`src/rtl/core/vcms_ram.sv`:
```
// ----------------------------------------------------------------------------
// vcms_ram
// Generic simple dual-port RAM: one write port, one read port, registered read.
// ----------------------------------------------------------------------------
module vcms_ram #(
    parameter int WIDTH = 32,
    parameter int DEPTH = 64,
    parameter int AW    = (DEPTH > 1) ? $clog2(DEPTH) : 1
) (
    input  logic             clk,
    input  logic             we,
    input  logic [AW-1:0]    waddr,
    input  logic [WIDTH-1:0] wdata,
    input  logic             re,
    input  logic [AW-1:0]    raddr,
    output logic [WIDTH-1:0] rdata
);

    logic [WIDTH-1:0] mem [DEPTH];

    always_ff @(posedge clk)
    begin
        if (we)
        begin
            mem[waddr] <= wdata;
        end
        if (re)
        begin
            rdata <= mem[raddr];
        end
    end

endmodule

```
`config.mk`:
```
export PLATFORM = sky130hd
export DESIGN_NAME = vcms_ram
export DESIGN_NICKNAME = d
export VERILOG_FILES = /design/src/rtl/core/vcms_ram.sv
export SDC_FILE = /design/constraint.sdc
export NUM_CORES = 2
export LEC_CHECK = 0
export ABC_CLOCK_PERIOD_IN_PS = 4700
export BUFFER_PORTS_ARGS = -buffer_cell sky130_fd_sc_hd__buf_4
export CELL_PAD_IN_SITES_DETAIL_PLACEMENT = 1
export CELL_PAD_IN_SITES_GLOBAL_PLACEMENT = 1
export CORE_ASPECT_RATIO = 0.75
export CORE_MARGIN = 5
export CORE_UTILIZATION = 35
export CTS_CLUSTER_SIZE = 25
export DETAILED_ROUTE_END_ITERATION = 16
export PLACE_DENSITY_LB_ADDON = 0.05
export SYNTH_ARGS = -nofsm -noshare
export SYNTH_HDL_FRONTEND = slang
export SYNTH_SLANG_ARGS = --single-unit
```
`constraint.sdc`:
```
create_clock -name clk -period 4.7 [get_ports clk]
set_clock_uncertainty 0.05 [all_clocks]
set_input_delay 0.47 -clock clk [delete_from_list [all_inputs] [get_ports clk]]
set_output_delay 0.47 -clock clk [all_outputs]
set_load 0.1 [all_outputs]
```
== After elaboration in Yosys (flattened, before gate mapping) ==
Memory sizes are Yosys's and may differ from the RTL's. A register that Yosys moved wholly into a read port is not among the register bits.
Index checks and enable logic that the tools add are counted.
Operators by class
  bitwise logic cells: 0
  multiplexer cells: 2
  divide/modulo/power cells: 0
  equal/unequal tests: 0
  multiply operators: 0
  add/sub/neg operators: 0
  reduce and logical (&&, ||, !) cells: 0
  shift operators: 0
  magnitude comparators: 0
Operator list (number)
  2-to-1 mux 1 bit: 2
Word-level totals
  input bits: 47
  memories: 1
  register bits: 0
  latch bits: 0
  output and inout port bits: 32
  RAM bits: 2048
  bits in read-only memories: 0
Memory list
  mem: words 64, width 32, rd ports 1, clocked after Yosys merged registers in 1, write ports 1, RTL line 19  | logic [WIDTH-1:0] mem [DEPTH];

== Logic depth before layout (Yosys ltp) ==
  depth in word-level cells: 2
  depth in mapped cells: 10

== Worst setup path after synthesis ==
OpenSTA, ideal clock, no wires.
  kind: input-to-reg
  start: input waddr[3]
  end: memory mem[48][0], enable pin
  path buffers: 1
  stages on the path: 4
  path slack: 1020 ps
  library setup time: 461 ps
  data required time: 4189 ps
  arrival: 3169 ps
  cells stage by stage: clkbuf_1 -> nor2b_1 -> nand4b_1 -> nor3_1
RTL lines
  from (decl): RTL line 12  | input logic [AW-1:0] waddr,
  to (decl): RTL line 19
No word-level cell before the write port.

==> impl_metrics.env <==
export IMPL_status="finished, violations left"
export IMPL_violations="capacitance limit"
export IMPL_critPathBufInv=2
export IMPL_r2r_start="mem[7][17]$_DFFE_PP_"
export IMPL_drive_gt1_share_pct=31.1
export IMPL_ctsHoldBuffers=0
export IMPL_final_cells=6771
export IMPL_vias=37300
export IMPL_root_buffer="clkbuf_16"
export IMPL_syn_num_nets=3371
export IMPL_post_cts_buffers=0
export IMPL_rr_worst_depth=6
export IMPL_crit_start="raddr[1]"
export IMPL_cp_num_cells=6
export IMPL_reg2reg_slack_ns=1.74
export IMPL_avgViaCountPerCell=5.51
export IMPL_start_util_pct=35.3
export IMPL_cp_arrival_ns=3.88
export IMPL_synth_area_per_cell_sq_um=23.7
export IMPL_relSlewSlack_pct=1.15
export IMPL_finalSetupTns_ns=0
export IMPL_clk_pin_slew_ns=0.06
export IMPL_port_buffers=78
export IMPL_ant_nets=0
export IMPL_placedInstanceArea_sq_mm=0.0846
export IMPL_wl_met3_mm=11.9
export IMPL_final_fill_count=20500
export IMPL_rows=150
export IMPL_fin_crit_sh_pct=72.8
export IMPL_vdd_drop_max_mv=0.266
export IMPL_critical_path_class="in2reg"
export IMPL_dpl_cell_count=6381
export IMPL_drcViolationCount=0
export IMPL_worstHoldStart="wdata[30]"
export IMPL_max_stage_delay_ns=0.85
export IMPL_grt_max_degree=65
export IMPL_fmax_mhz=292
export IMPL_p_leak_nw=28.2
export IMPL_drv_slew=0
export IMPL_clock_sinks=2080
export IMPL_antenna_found_initial=22
export IMPL_cts_made_buffers=217
export IMPL_cts_tree="built"
export IMPL_critPathMaxFanout=52
export IMPL_core_region_area_sq_mm=0.224
export IMPL_hold_viol=0
export IMPL_grt_pass1_vias=39800
export IMPL_path_delay_family="buffers and inverters"
export IMPL_gp_congestion=0.772
export IMPL_ys_async_sr_fraction_pct=0
export IMPL_design_area_sq_mm=0.0913
export IMPL_dr_pass1_iters=5
export IMPL_wl_met2_mm=123
export IMPL_cts_resized_gates=0
export IMPL_min_period_ns=3.42
export IMPL_setup_viol=0
export IMPL_cpMostUsedCell="mux4_2"
export IMPL_syn_inst=3324
export IMPL_seq_area_sq_mm=0.0625
export IMPL_synth_distinct_cells=33
export IMPL_cts_max_level=4
export IMPL_rr_endpoint="rdata[17]$_DFFE_PP_"
export IMPL_end_kind="flip-flop"
export IMPL_crit_required_ns=5.15
export IMPL_grt_usage_pct=21.0
export IMPL_overflow=0
export IMPL_ys_seq_elements=2080
export IMPL_whs_path_depth=1
export IMPL_slowest_stage="o22ai_1"
export IMPL_die_width_microns=558
export IMPL_final_util_pct=40.8
export IMPL_syn2layout_area_growth_pct=15.8
export IMPL_wl_per_cell_microns=36.8
export IMPL_worstSetupStartpointType="input pin"
export IMPL_p_per_area_mw_per_mm2=435
export IMPL_clk_latency_ns=0.86
export IMPL_ys_seq_area_share_pct=79.2
export IMPL_final_nets=3683
export IMPL_rsz0062_at_grt="no"
export IMPL_crit_path_cell_trace="buf_8, buf_4, mux4_2, mux4_2, o22ai_1, nor2_1"
export IMPL_drt_initial_drc_count=3979
export IMPL_ys_warn_count=0
export IMPL_p_total_w=0.0397
export IMPL_maxCapViolCount=1
export IMPL_dpl_hpwl_mm=142
export IMPL_syn_area_sq_mm=0.0788
export IMPL_die_h_microns=421
export IMPL_wirelength_mm=249
export IMPL_wl_met1_mm=109
export IMPL_whs_endpoint="mem[35][30]$_DFFE_PP_"
export IMPL_synthFlopType="edfxtp_1"
export IMPL_hold_path_class="in2reg"
export IMPL_io_pins=79
export IMPL_cts_buffer_depth=4
export IMPL_tightest_slew_ns=1.47
export IMPL_synth_edf_count=2080
export IMPL_die_area_sq_mm=0.235
export IMPL_top_layer="met5"
export IMPL_grt_pass1_wl_mm=341
export IMPL_multi_input_area_sq_mm=0.0160
## power by group
group          switching [W]  internal [W]
Sequential         0.0000758        0.0206
Clock                0.00712       0.00957
Combinational        0.00159      0.000751
Total                0.00878        0.0309
## cells in the mapped netlist, types with 3 or more instances
master,number,area [sq um]
clkbuf_1,74,278
buf_4,25,188
or3_1,3,18.8
o22ai_1,84,526
nor2b_1,15,93.8
or3b_2,3,26.3
a41o_1,4,40.0
o32ai_1,4,35.0
buf_2,57,285
nand3_1,5,25.0
a22oi_1,12,90.1
a311oi_1,8,70.1
buf_6,5,56.3
nor3_1,7,35.0
buf_1,21,78.8
nand3b_1,5,37.5
o221ai_1,27,236
nor2_1,137,514
a21oi_1,62,310
nand2b_1,8,50.1
mux2i_1,93,931
nand2_1,26,97.6
mux4_2,544,12300
edfxtp_1,2080,62500
and3_1,4,25.0
## routing by layer
| metal | up-vias | track usage [%] |
|---|---|---|
| met5 | - | 0 |
| met4 | 2 | 4.29 |
| met3 | 289 | 2.81 |
| met2 | 1098 | 34.9 |
| met1 | 21000 | 29.9 |
| li1 | 15000 | - |
## stage by stage
stage	hold WS (ns)	setup slack, ns
2_1_floorplan	0.519	1.02
3_3_place_gp	0.955	0.285
3_5_place_dp	0.955	0.354
4_1_cts	0.104	1.25
5_1_grt	0.129	1.17
6_report	0.136	1.28
## cell usage in the layout (no fill, tap or decap), types with 5 or more instances in the layout
master	count
o221ai_1	27
nor2b_1	14
o22ai_1	84
buf_12	27
buf_4	244
a22oi_1	12
nor2_4	62
nand3_1	5
nand3b_1	5
a311oi_1	6
nor2_1	75
clkbuf_16	218
bufinv_16	20
nor3_1	5
mux2i_1	93
clkinv_1	40
nand2_1	26
edfxtp_1	2080
clkbuf_1	53
diode_2	6
mux4_2	544
clkinv_2	42
nand2b_1	7
a21oi_1	62
## state kept, by name, indices dropped and copies added (netlist names)
register	flops
mem	2048
rdata	32
## area by class of cell
type	instances	share of cell area, %
antenna	6	0.0164
tap	2964	4.06
sequential	2080	68.4
clock buffer	271	6.19
multi-input combinational	1062	17.5
clock inverter	113	1.16
timing repair buffer	275	2.66
## cells by family (layout without fill, tap and decap cells)
| family | count (synthesis) | in the layout | share of synthesized area, % |
|---|---|---|---|
| DFF | 2080 | 2080 | 79.2 |
| AOI/OAI and AO/OA | 202 | 202 | 1.67 |
| muxes | 637 | 637 | 16.7 |
| other | 0 | 6 | 0 |
| and+or+nand+nor | 223 | 223 | 1.26 |
| buffers and inverters | 182 | 659 | 1.12 |
## how the worst max path moves through the flow
stage | endpoint | slack, ns
after floorplan | mem[48][0]$_DFFE_PP_ | 1.02
after global placement | rdata[4]$_DFFE_PP_ | 0.28
after detailed placement | rdata[17]$_DFFE_PP_ | 0.35
after CTS | rdata[17]$_DFFE_PP_ | 1.25
after global routing | rdata[17]$_DFFE_PP_ | 1.17
final | rdata[2]$_DFFE_PP_ | 1.28
(Power assumes the default switching activity.)
