File: src/rtl/core/vcms_pkg.sv
// ----------------------------------------------------------------------------
// vcms_pkg
// Shared types, register codes and fixed-point widths for the central-mass
// Verlet step core.
// ----------------------------------------------------------------------------
package vcms_pkg;

    localparam int COORD_BITS        = 32;
    localparam int DEF_MAX_PARTICLES = 64;
    localparam int SLOT_BITS         = 6;
    localparam int CFG_INDEX_BITS    = 3;
    localparam int CFG_DATA_BITS     = 48;

    // Arithmetic widths
    localparam int DT_BITS    = 24;
    localparam int GM_BITS    = 48;
    localparam int BOX_BITS   = 31;
    localparam int CNT_BITS   = 7;
    localparam int K_BITS     = 36;                 // G*M*dt^2, Q4.32
    localparam int D_BITS     = COORD_BITS + 1;     // center offset
    localparam int MUL_BITS   = K_BITS + D_BITS;    // shared multiplier product
    localparam int SQ_BITS    = 64;
    localparam int ROOT_BITS  = 32;
    localparam int DEN_BITS   = 3 * ROOT_BITS;
    localparam int DIV_SHIFT  = 37;
    localparam int QUO_BITS   = 42;                 // one bit above the cap
    localparam int TERM_BITS  = 41;
    localparam int SUM_BITS   = 44;

    localparam logic [TERM_BITS-1:0] TERM_CAP = TERM_BITS'(1) << (TERM_BITS - 1);

    typedef enum logic [CFG_INDEX_BITS-1:0] {
        REG_TIME_STEP    = 3'd0,
        REG_CENTRAL_GM   = 3'd1,
        REG_CENTER_X     = 3'd2,
        REG_CENTER_Y     = 3'd3,
        REG_BOX_SIZE     = 3'd4,
        REG_ACTIVE_COUNT = 3'd5
    } cfg_reg_t;

    localparam logic [DT_BITS-1:0]    RST_TIME_STEP    = 24'd16384;
    localparam logic [GM_BITS-1:0]    RST_CENTRAL_GM   = 48'd1173936575;
    localparam logic [COORD_BITS-1:0] RST_CENTER_X     = 32'd83886080;
    localparam logic [COORD_BITS-1:0] RST_CENTER_Y     = 32'd83886080;
    localparam logic [BOX_BITS-1:0]   RST_BOX_SIZE     = 31'd167772160;
    localparam logic [CNT_BITS-1:0]   RST_ACTIVE_COUNT = 7'd64;

    typedef enum logic {
        CMD_LOAD = 1'b0,
        CMD_STEP = 1'b1
    } cmd_t;

    typedef struct packed {
        cmd_t                          command;
        logic [SLOT_BITS-1:0]          slot;
        logic signed [COORD_BITS-1:0]  load_x;
        logic signed [COORD_BITS-1:0]  load_y;
        logic signed [COORD_BITS-1:0]  load_vx;
        logic signed [COORD_BITS-1:0]  load_vy;
    } req_t;

    typedef struct packed {
        logic [SLOT_BITS-1:0]          out_slot;
        logic signed [COORD_BITS-1:0]  new_x;
        logic signed [COORD_BITS-1:0]  new_y;
        logic                          last_of_step;
    } rsp_t;

    typedef struct packed {
        logic [COORD_BITS-1:0] cur_x;
        logic [COORD_BITS-1:0] cur_y;
        logic [COORD_BITS-1:0] prev_x;
        logic [COORD_BITS-1:0] prev_y;
        logic [COORD_BITS-1:0] vel_x;
        logic [COORD_BITS-1:0] vel_y;
    } entry_t;

endpackage

File: src/rtl/core/vcms_div.sv
// ----------------------------------------------------------------------------
// vcms_div
// Restoring divider for the acceleration term: floor(num * 2^37 / den),
// capped at 2^40. One quotient bit per cycle.
// ----------------------------------------------------------------------------
module vcms_div (
    input  logic                            clk,
    input  logic                            rst_n,
    input  logic                            start,
    input  logic [vcms_pkg::MUL_BITS-1:0]   num,
    input  logic [vcms_pkg::DEN_BITS-1:0]   den,
    output logic                            done,
    output logic [vcms_pkg::TERM_BITS-1:0]  quo
);
    import vcms_pkg::*;

    localparam int REM_BITS = MUL_BITS + DIV_SHIFT;
    localparam int DSH_BITS = DEN_BITS + QUO_BITS - 1;

    logic [REM_BITS-1:0] rem_reg;
    logic [DSH_BITS-1:0] dsh_reg;
    logic [QUO_BITS-1:0] q_reg;
    logic [5:0]          cnt_reg;
    logic                busy_reg;
    logic                done_reg;
    logic                fits;

    assign fits = DSH_BITS'(rem_reg) >= dsh_reg;

    always_ff @(posedge clk or negedge rst_n)
    begin
        if (!rst_n)
        begin
            busy_reg <= 1'b0;
            done_reg <= 1'b0;
            cnt_reg  <= '0;
        end
        else
        begin
            done_reg <= 1'b0;
            if (start)
            begin
                busy_reg <= 1'b1;
                cnt_reg  <= '0;
            end
            else if (busy_reg)
            begin
                cnt_reg <= cnt_reg + 6'd1;
                if (cnt_reg == 6'(QUO_BITS - 1))
                begin
                    busy_reg <= 1'b0;
                    done_reg <= 1'b1;
                end
            end
        end
    end

    always_ff @(posedge clk)
    begin
        if (start)
        begin
            rem_reg <= {num, {DIV_SHIFT{1'b0}}};
            dsh_reg <= {den, {(QUO_BITS - 1){1'b0}}};
            q_reg   <= '0;
        end
        else if (busy_reg)
        begin
            if (fits)
            begin
                rem_reg <= rem_reg - dsh_reg[REM_BITS-1:0];
            end
            q_reg   <= {q_reg[QUO_BITS-2:0], fits};
            dsh_reg <= dsh_reg >> 1;
        end
    end

    // A set top bit, or anything above the cap, saturates
    assign quo  = (q_reg[QUO_BITS-1] || (q_reg[TERM_BITS-1:0] > TERM_CAP)) ?
                  TERM_CAP : q_reg[TERM_BITS-1:0];
    assign done = done_reg;

endmodule

File: config.mk
export PLATFORM = sky130hd
export DESIGN_NAME = vcms_div
export DESIGN_NICKNAME = d
export VERILOG_FILES = /design/src/rtl/core/vcms_pkg.sv /design/src/rtl/core/vcms_div.sv
export SDC_FILE = /design/constraint.sdc
export NUM_CORES = 1
export LEC_CHECK = 0
export ABC_AREA = 0
export BUFFER_PORTS_ARGS = -buffer_cell sky130_fd_sc_hd__buf_2
export CORE_ASPECT_RATIO = 0.6
export CORE_UTILIZATION = 30
export DETAILED_ROUTE_END_ITERATION = 10
export SLEW_MARGIN = 40
export SYNTH_ARGS = -nofsm -noshare
export SYNTH_HDL_FRONTEND = slang
export SYNTH_SLANG_ARGS = --single-unit
File: constraint.sdc
create_clock -name clk -period 7.05 [get_ports clk]
set_input_delay 0.3525 -clock clk [delete_from_list [all_inputs] [get_ports clk]]
set_output_delay 0.3525 -clock clk [all_outputs]
set_load 0.02 [all_outputs]
Word-level counts from Yosys, hierarchy flattened:

Cells that the tools add are included.
Widths: inputs -> output; s select.

* equality and inequality tests: 1
* $add $sub $neg: 2
* multiplexer cells: 14
* reduce and logical (&&, ||, !) cells: 5
* magnitude comparators: 2

Operators with widths (count)
* $mux 106: 3
* $mux 137: 2
* $ge 106x137->1: 1
* $sub 106x106->106: 1
* $gt 41x41->1 const B: 1
* $mux 41: 1
* $mux 6: 2
* $add 6x1->6 const B: 1
* $eq 6x6->1 const B: 1
* $mux 1: 6
* $reduce_and 2->1: 2
* $reduce_bool 2->1: 2
* $logic_or 1x1->1: 1

* word-level logic and storage cells: 32
* output and inout port bits: 42
* flip-flop bits (word level): 293

Depth between registers and ports, before layout:

* depth in word-level cells: 4
* gate-level depth with buffers: 18
* depth with buffers taken out: 15

Worst setup path after synthesis:

No wires, ideal clock.

* path type: reg2reg
* start point: register dsh_reg[1]
* end point: register rem_reg[100] (enable)
* clock period less this slack: 4983 ps
* setup time: 438 ps
* data required time: 6612 ps
* cell stages (with the launch flop): 16
* path buffers: 2
* path slack: 2067 ps
* arrival time: 4544 ps
* cells stage by stage: dfxtp_1 inv_1 ha_1 nor2b_1 o21bai_4 a311o_4 o21a_4 o31ai_4 a311o_2 a31oi_4 o21ai_4 a31oi_1 or2_1 buf_6 buf_6 nand2b_1

* word-level cells in the longest chain between the ends: 3

RTL lines
* start: declaration: line vcms_div.sv:21 `logic [DSH_BITS-1:0] dsh_reg;`
* start signal: assignment: line vcms_div.sv:63 `dsh_reg <= {den, {(QUO_BITS - 1){1'b0}}};`
* start signal: assignment: line vcms_div.sv:73 `dsh_reg <= dsh_reg >> 1;`
* $ge 106x137->1: line vcms_div.sv:28 `assign fits = DSH_BITS'(rem_reg) >= dsh_reg;`
* $reduce_bool 2->1 (no line)
* $reduce_and 2->1 (no line)
* end signal: assignment: line vcms_div.sv:62 `rem_reg <= {num, {DIV_SHIFT{1'b0}}};`
* end signal: assignment: line vcms_div.sv:70 `rem_reg <= rem_reg - dsh_reg[REM_BITS-1:0];`
* end: declaration: line vcms_div.sv:20 `logic [REM_BITS-1:0] rem_reg;`

Every way passes these cells.
A chain may end at the register's enable or synchronous reset.

Worst setup path after layout:

* start point: register dsh_reg[13]
* end point: register rem_reg[91] (data pin)

* word-level cells in the longest chain between the ends: 4

RTL lines
* $sub 106x106->106: line vcms_div.sv:70
* $mux 106: line vcms_div.sv:68 `if (fits)`
* $mux 106: line vcms_div.sv:66 `else if (busy_reg)`
* $mux 106: line vcms_div.sv:60 `if (start)`

Every way passes these cells. The select of a mux whose other input is x is not followed.

==> run_summary.xml <==
<?xml version="1.0" encoding="UTF-8"?>
<metrics>
  <group name="run_status">
    <metric name="outcome" unit="">finished clean</metric>
  </group>
  <group name="yosys">
    <metric name="mappedNetlistNets" unit="">2595</metric>
    <metric name="yosysWarningCount" unit="">0</metric>
    <metric name="post_synthesis_average_cell_area" unit="um2">8.33</metric>
    <metric name="synthFlopType" unit="">sky130_fd_sc_hd__edfxtp_1</metric>
    <metric name="async_reset_ff_share" unit="%">2.73</metric>
    <metric name="number_of_enable_flip_flop_cells_after_synthesis" unit="">165</metric>
    <metric name="post_synth_instance_area" unit="mm2">0.0193</metric>
    <metric name="synth-seq-area-share" unit="%">39.1</metric>
    <metric name="synthCells" unit="">2318</metric>
    <metric name="synth.ff_latch_count" unit="">293</metric>
    <metric name="synth.lib_cells_used.distinct" unit="">73</metric>
  </group>
  <group name="die">
    <metric name="num_rows" unit="">71</metric>
    <metric name="die_area" unit="mm2">0.0655</metric>
    <metric name="die_width" unit="um">330</metric>
    <metric name="die_h" unit="um">199</metric>
    <metric name="fp.coreArea" unit="mm2">0.0632</metric>
    <metric name="io_pins" unit="">210</metric>
    <metric name="starting_utilization_of_the_core_area" unit="%">30.6</metric>
  </group>
  <group name="clock_network">
    <metric name="clkTransAtPathRegs" unit="ps">60</metric>
    <metric name="clkLatencyLatePin" unit="ps">610</metric>
    <metric name="postCtsSetupRepairBufs" unit="">0</metric>
    <metric name="clock-sinks" unit="">293</metric>
    <metric name="cts-root-to-sink-buffers" unit="">3</metric>
    <metric name="ctsHtreeMaxLevel" unit="">1</metric>
    <metric name="cts_tree" unit="">done</metric>
    <metric name="clock_tree_root_driver_cell" unit="">sky130_fd_sc_hd__clkbuf_16</metric>
    <metric name="ctsResizeCount" unit="">0</metric>
    <metric name="hold_buffers" unit="">8</metric>
    <metric name="cts-buffers-inserted" unit="">31</metric>
  </group>
  <group name="critical_path">
    <metric name="worst_ep_arrival_time" unit="ps">5130</metric>
    <metric name="crit-reg2reg-capture" unit="">rem_reg[91]</metric>
    <metric name="timing.reg2reg.worst_path_depth" unit="">14</metric>
    <metric name="setup.reg_to_reg.worst_slack" unit="ps">2260</metric>
    <metric name="setup.worst_path.end" unit="">rem_reg[91]</metric>
    <metric name="critPathLaunch" unit="">dsh_reg[13]</metric>
    <metric name="critical_path_required" unit="ps">7400</metric>
    <metric name="critPathKind" unit="">register to register</metric>
    <metric name="setup.worst_path.start_class" unit="">register</metric>
    <metric name="crit_path_end_kind" unit="">register</metric>
    <metric name="startpoint_of_the_worst_slack_reg_to_reg_timing_path" unit="">dsh_reg[13]</metric>
    <metric name="timing.critical_path.fanout_max" unit="">6</metric>
  </group>
  <group name="pwr">
    <metric name="p_comb_share" unit="%">19.7</metric>
    <metric name="power.total" unit="W">0.00447</metric>
    <metric name="seq_power_share" unit="%">43.1</metric>
    <metric name="swShare" unit="%">29.7</metric>
    <metric name="power.leakage" unit="nW">10.0</metric>
    <metric name="cellInternalPower" unit="W">0.00315</metric>
    <metric name="p_per_area" unit="mW/mm2">201</metric>
    <metric name="p_switching" unit="W">0.00133</metric>
    <metric name="power.share.clock" unit="%">37.2</metric>
    <metric name="ir_worst_vdd" unit="uV">204</metric>
  </group>
  <group name="layout">
    <metric name="largest_reg_flops" unit="">137</metric>
    <metric name="area_growth_syn_to_layout" unit="%">15.0</metric>
    <metric name="layout_commonest_cell" unit="">sky130_fd_sc_hd__nand2_1</metric>
    <metric name="finish.net_count" unit="">2729</metric>
    <metric name="share_of_final_layout_standard_cells_stronger_than_drive_strength_1" unit="%">12.5</metric>
    <metric name="layout.filler_cells" unit="">6639</metric>
    <metric name="final_cell_mix" unit="">438 x sky130_fd_sc_hd__nand2_1, 208 x sky130_fd_sc_hd__buf_2, 196 x sky130_fd_sc_hd__a21oi_1</metric>
  </group>
  <group name="route">
    <metric name="drc" unit="">0</metric>
    <metric name="finalWirelength" unit="um">58100</metric>
    <metric name="detailed_router_s_first_iteration_violation_count" unit="">1643</metric>
    <metric name="drt.antenna.violating_nets" unit="">0</metric>
    <metric name="via_cell_ratio" unit="">5.13</metric>
    <metric name="vias" unit="">17000</metric>
    <metric name="detail_route.wl_per_cell" unit="um">17.5</metric>
    <metric name="detail_route.first_pass.iterations" unit="">5</metric>
  </group>
  <group name="timing">
    <metric name="post-route-period-util" unit="%">67.9</metric>
    <metric name="setup_viol" unit="">0</metric>
    <metric name="fin_worst_skew" unit="ps">22.6</metric>
    <metric name="hold_slack" unit="ps">25.4</metric>
    <metric name="fin_setup_tns" unit="ps">0</metric>
    <metric name="postLayoutSetupSlackWorst" unit="ps">2260</metric>
    <metric name="slew_headroom" unit="%">47.1</metric>
    <metric name="final_count_of_pins_violating_max_slew" unit="">0</metric>
    <metric name="timing_hold_violations_final" unit="">0</metric>
    <metric name="rsz0062_at_grt" unit="">false</metric>
    <metric name="period_minus_slack" unit="ps">4790</metric>
    <metric name="fmax" unit="MHz">209</metric>
    <metric name="timing_worst_slew_pin_value" unit="ps">792</metric>
  </group>
  <group name="place">
    <metric name="place.port_buffers" unit="">209</metric>
    <metric name="place.gp.congestion" unit="">0.944</metric>
    <metric name="place_worst_setup_slack" unit="ps">2250</metric>
    <metric name="dpl.hpwl" unit="um">44100</metric>
  </group>
  <group name="global_routing">
    <metric name="largest_net_degree_at_the_start_of_global_routing" unit="">148</metric>
    <metric name="grt.total_usage" unit="%">17.3</metric>
    <metric name="grt_antenna_before_repair" unit="">10</metric>
    <metric name="grt_remaining_overflow" unit="">0</metric>
    <metric name="global_route_wire_length_before_repair" unit="um">89800</metric>
    <metric name="grt_pass1_vias" unit="">15300</metric>
  </group>
  <group name="min_path">
    <metric name="timing.hold.worst.class" unit="">primary input to register</metric>
  </group>
  <group name="job">
    <metric name="max_cap_viol_count" unit="">0</metric>
  </group>
</metrics>
[cell usage after synthesis (26+ instances only)]
master	instances	area, um2
sky130_fd_sc_hd__nand2_1	438	1640
sky130_fd_sc_hd__a21oi_1	196	981
sky130_fd_sc_hd__o21ai_0	174	871
sky130_fd_sc_hd__nor2_1	172	646
sky130_fd_sc_hd__edfxtp_1	165	4950
sky130_fd_sc_hd__inv_1	154	578
sky130_fd_sc_hd__dfxtp_1	120	2400
sky130_fd_sc_hd__clkbuf_1	112	420
sky130_fd_sc_hd__ha_1	108	1350
sky130_fd_sc_hd__mux2i_1	82	821
sky130_fd_sc_hd__xnor2_1	74	648
sky130_fd_sc_hd__nand4_1	49	307
sky130_fd_sc_hd__o31ai_1	49	368
sky130_fd_sc_hd__and2_1	45	282
sky130_fd_sc_hd__a21o_1	40	300
sky130_fd_sc_hd__o21bai_1	33	248
sky130_fd_sc_hd__xor2_1	30	263
sky130_fd_sc_hd__nor4_1	26	163
[worst max-delay path: stages (launching register included)]
cell and delay (ps):
sky130_fd_sc_hd__dfxtp_1 340, sky130_fd_sc_hd__inv_1 60, sky130_fd_sc_hd__ha_1 370, sky130_fd_sc_hd__a21oi_1 330, sky130_fd_sc_hd__nand2_1 80, sky130_fd_sc_hd__a221oi_1 380
sky130_fd_sc_hd__nor3_1 130, sky130_fd_sc_hd__o31ai_1 530, sky130_fd_sc_hd__a21oi_1 260, sky130_fd_sc_hd__o21bai_1 310, sky130_fd_sc_hd__nand2_1 230, sky130_fd_sc_hd__o31ai_1 710
sky130_fd_sc_hd__o21ai_0 350, sky130_fd_sc_hd__xor2_1 230, sky130_fd_sc_hd__a22o_1 220
[stage by stage]
| step | utilization [%] | cells | cell area (um2) |
|---|---|---|---|
| floorplan | - | 2318 | 19300 |
| global route | 35.2 | 3317 | 22200 |
| finish | 35.2 | 3318 | 22200 |
| global placement | 33.2 | 3244 | 21000 |
| CTS | 35.2 | 3316 | 22200 |
| detailed placement | 33.4 | 3250 | 21100 |
[routing by layer]
metal | global-route usage, % | share of wire [%]
met2 | 21.1 | 35
met5 | 0 | 0.18
met1 | 28.8 | 54
met4 | 2.62 | 1.4
met3 | 4.79 | 8.9
[how the worst min path moves through the flow]
stage	startpoint	endpoint	slack, ps	cells past startpoint
finish	num[41]	rem_reg[78]	30	3
global route	den[44]	dsh_reg[85]	20	3
CTS	den[41]	dsh_reg[82]	1	3
detailed placement	rst_n	cnt_reg[0]	220	1
global placement	rst_n	cnt_reg[0]	210	1
floorplan	rst_n	busy_reg	60	0
[power by group through the flow]
stage                     clock [W]  combinational (W)  sequential, W
final                       0.00167           0.000880        0.00193
after global routing        0.00176           0.000969        0.00194
after CTS                   0.00170           0.000865        0.00193
after detailed placement          0           0.000856        0.00197
after global placement            0           0.000858        0.00196
after floorplan                   0           0.000601        0.00195
[cell type report]
| type | instances | area [um2] | share of cell area, % |
|---|---|---|---|
| Inverter | 154 | 581 | 2.61 |
| Multi-Input combinational cell | 1739 | 10700 | 48.0 |
| Antenna cell | 2 | 5.00 | 0.0225 |
| Clock buffer | 40 | 860 | 3.87 |
| Clock inverter | 18 | 149 | 0.670 |
| Timing Repair Buffer | 233 | 1350 | 6.07 |
| Sequential cell | 293 | 7560 | 34.0 |
| Tap cell | 839 | 1050 | 4.72 |
[cells by family after synthesis]
kind of cell	after synthesis	synth area share (%)
muxes	83	4.31
DFF	293	39.1
xor gates and xnor gates	104	4.71
AOI/OAI and AO/OA	619	20.2
and+or+nand+nor	824	18.6
adders and majority gates	109	7.10
buffers and inverters	286	5.88
Power figures use the tool's default switching activity.
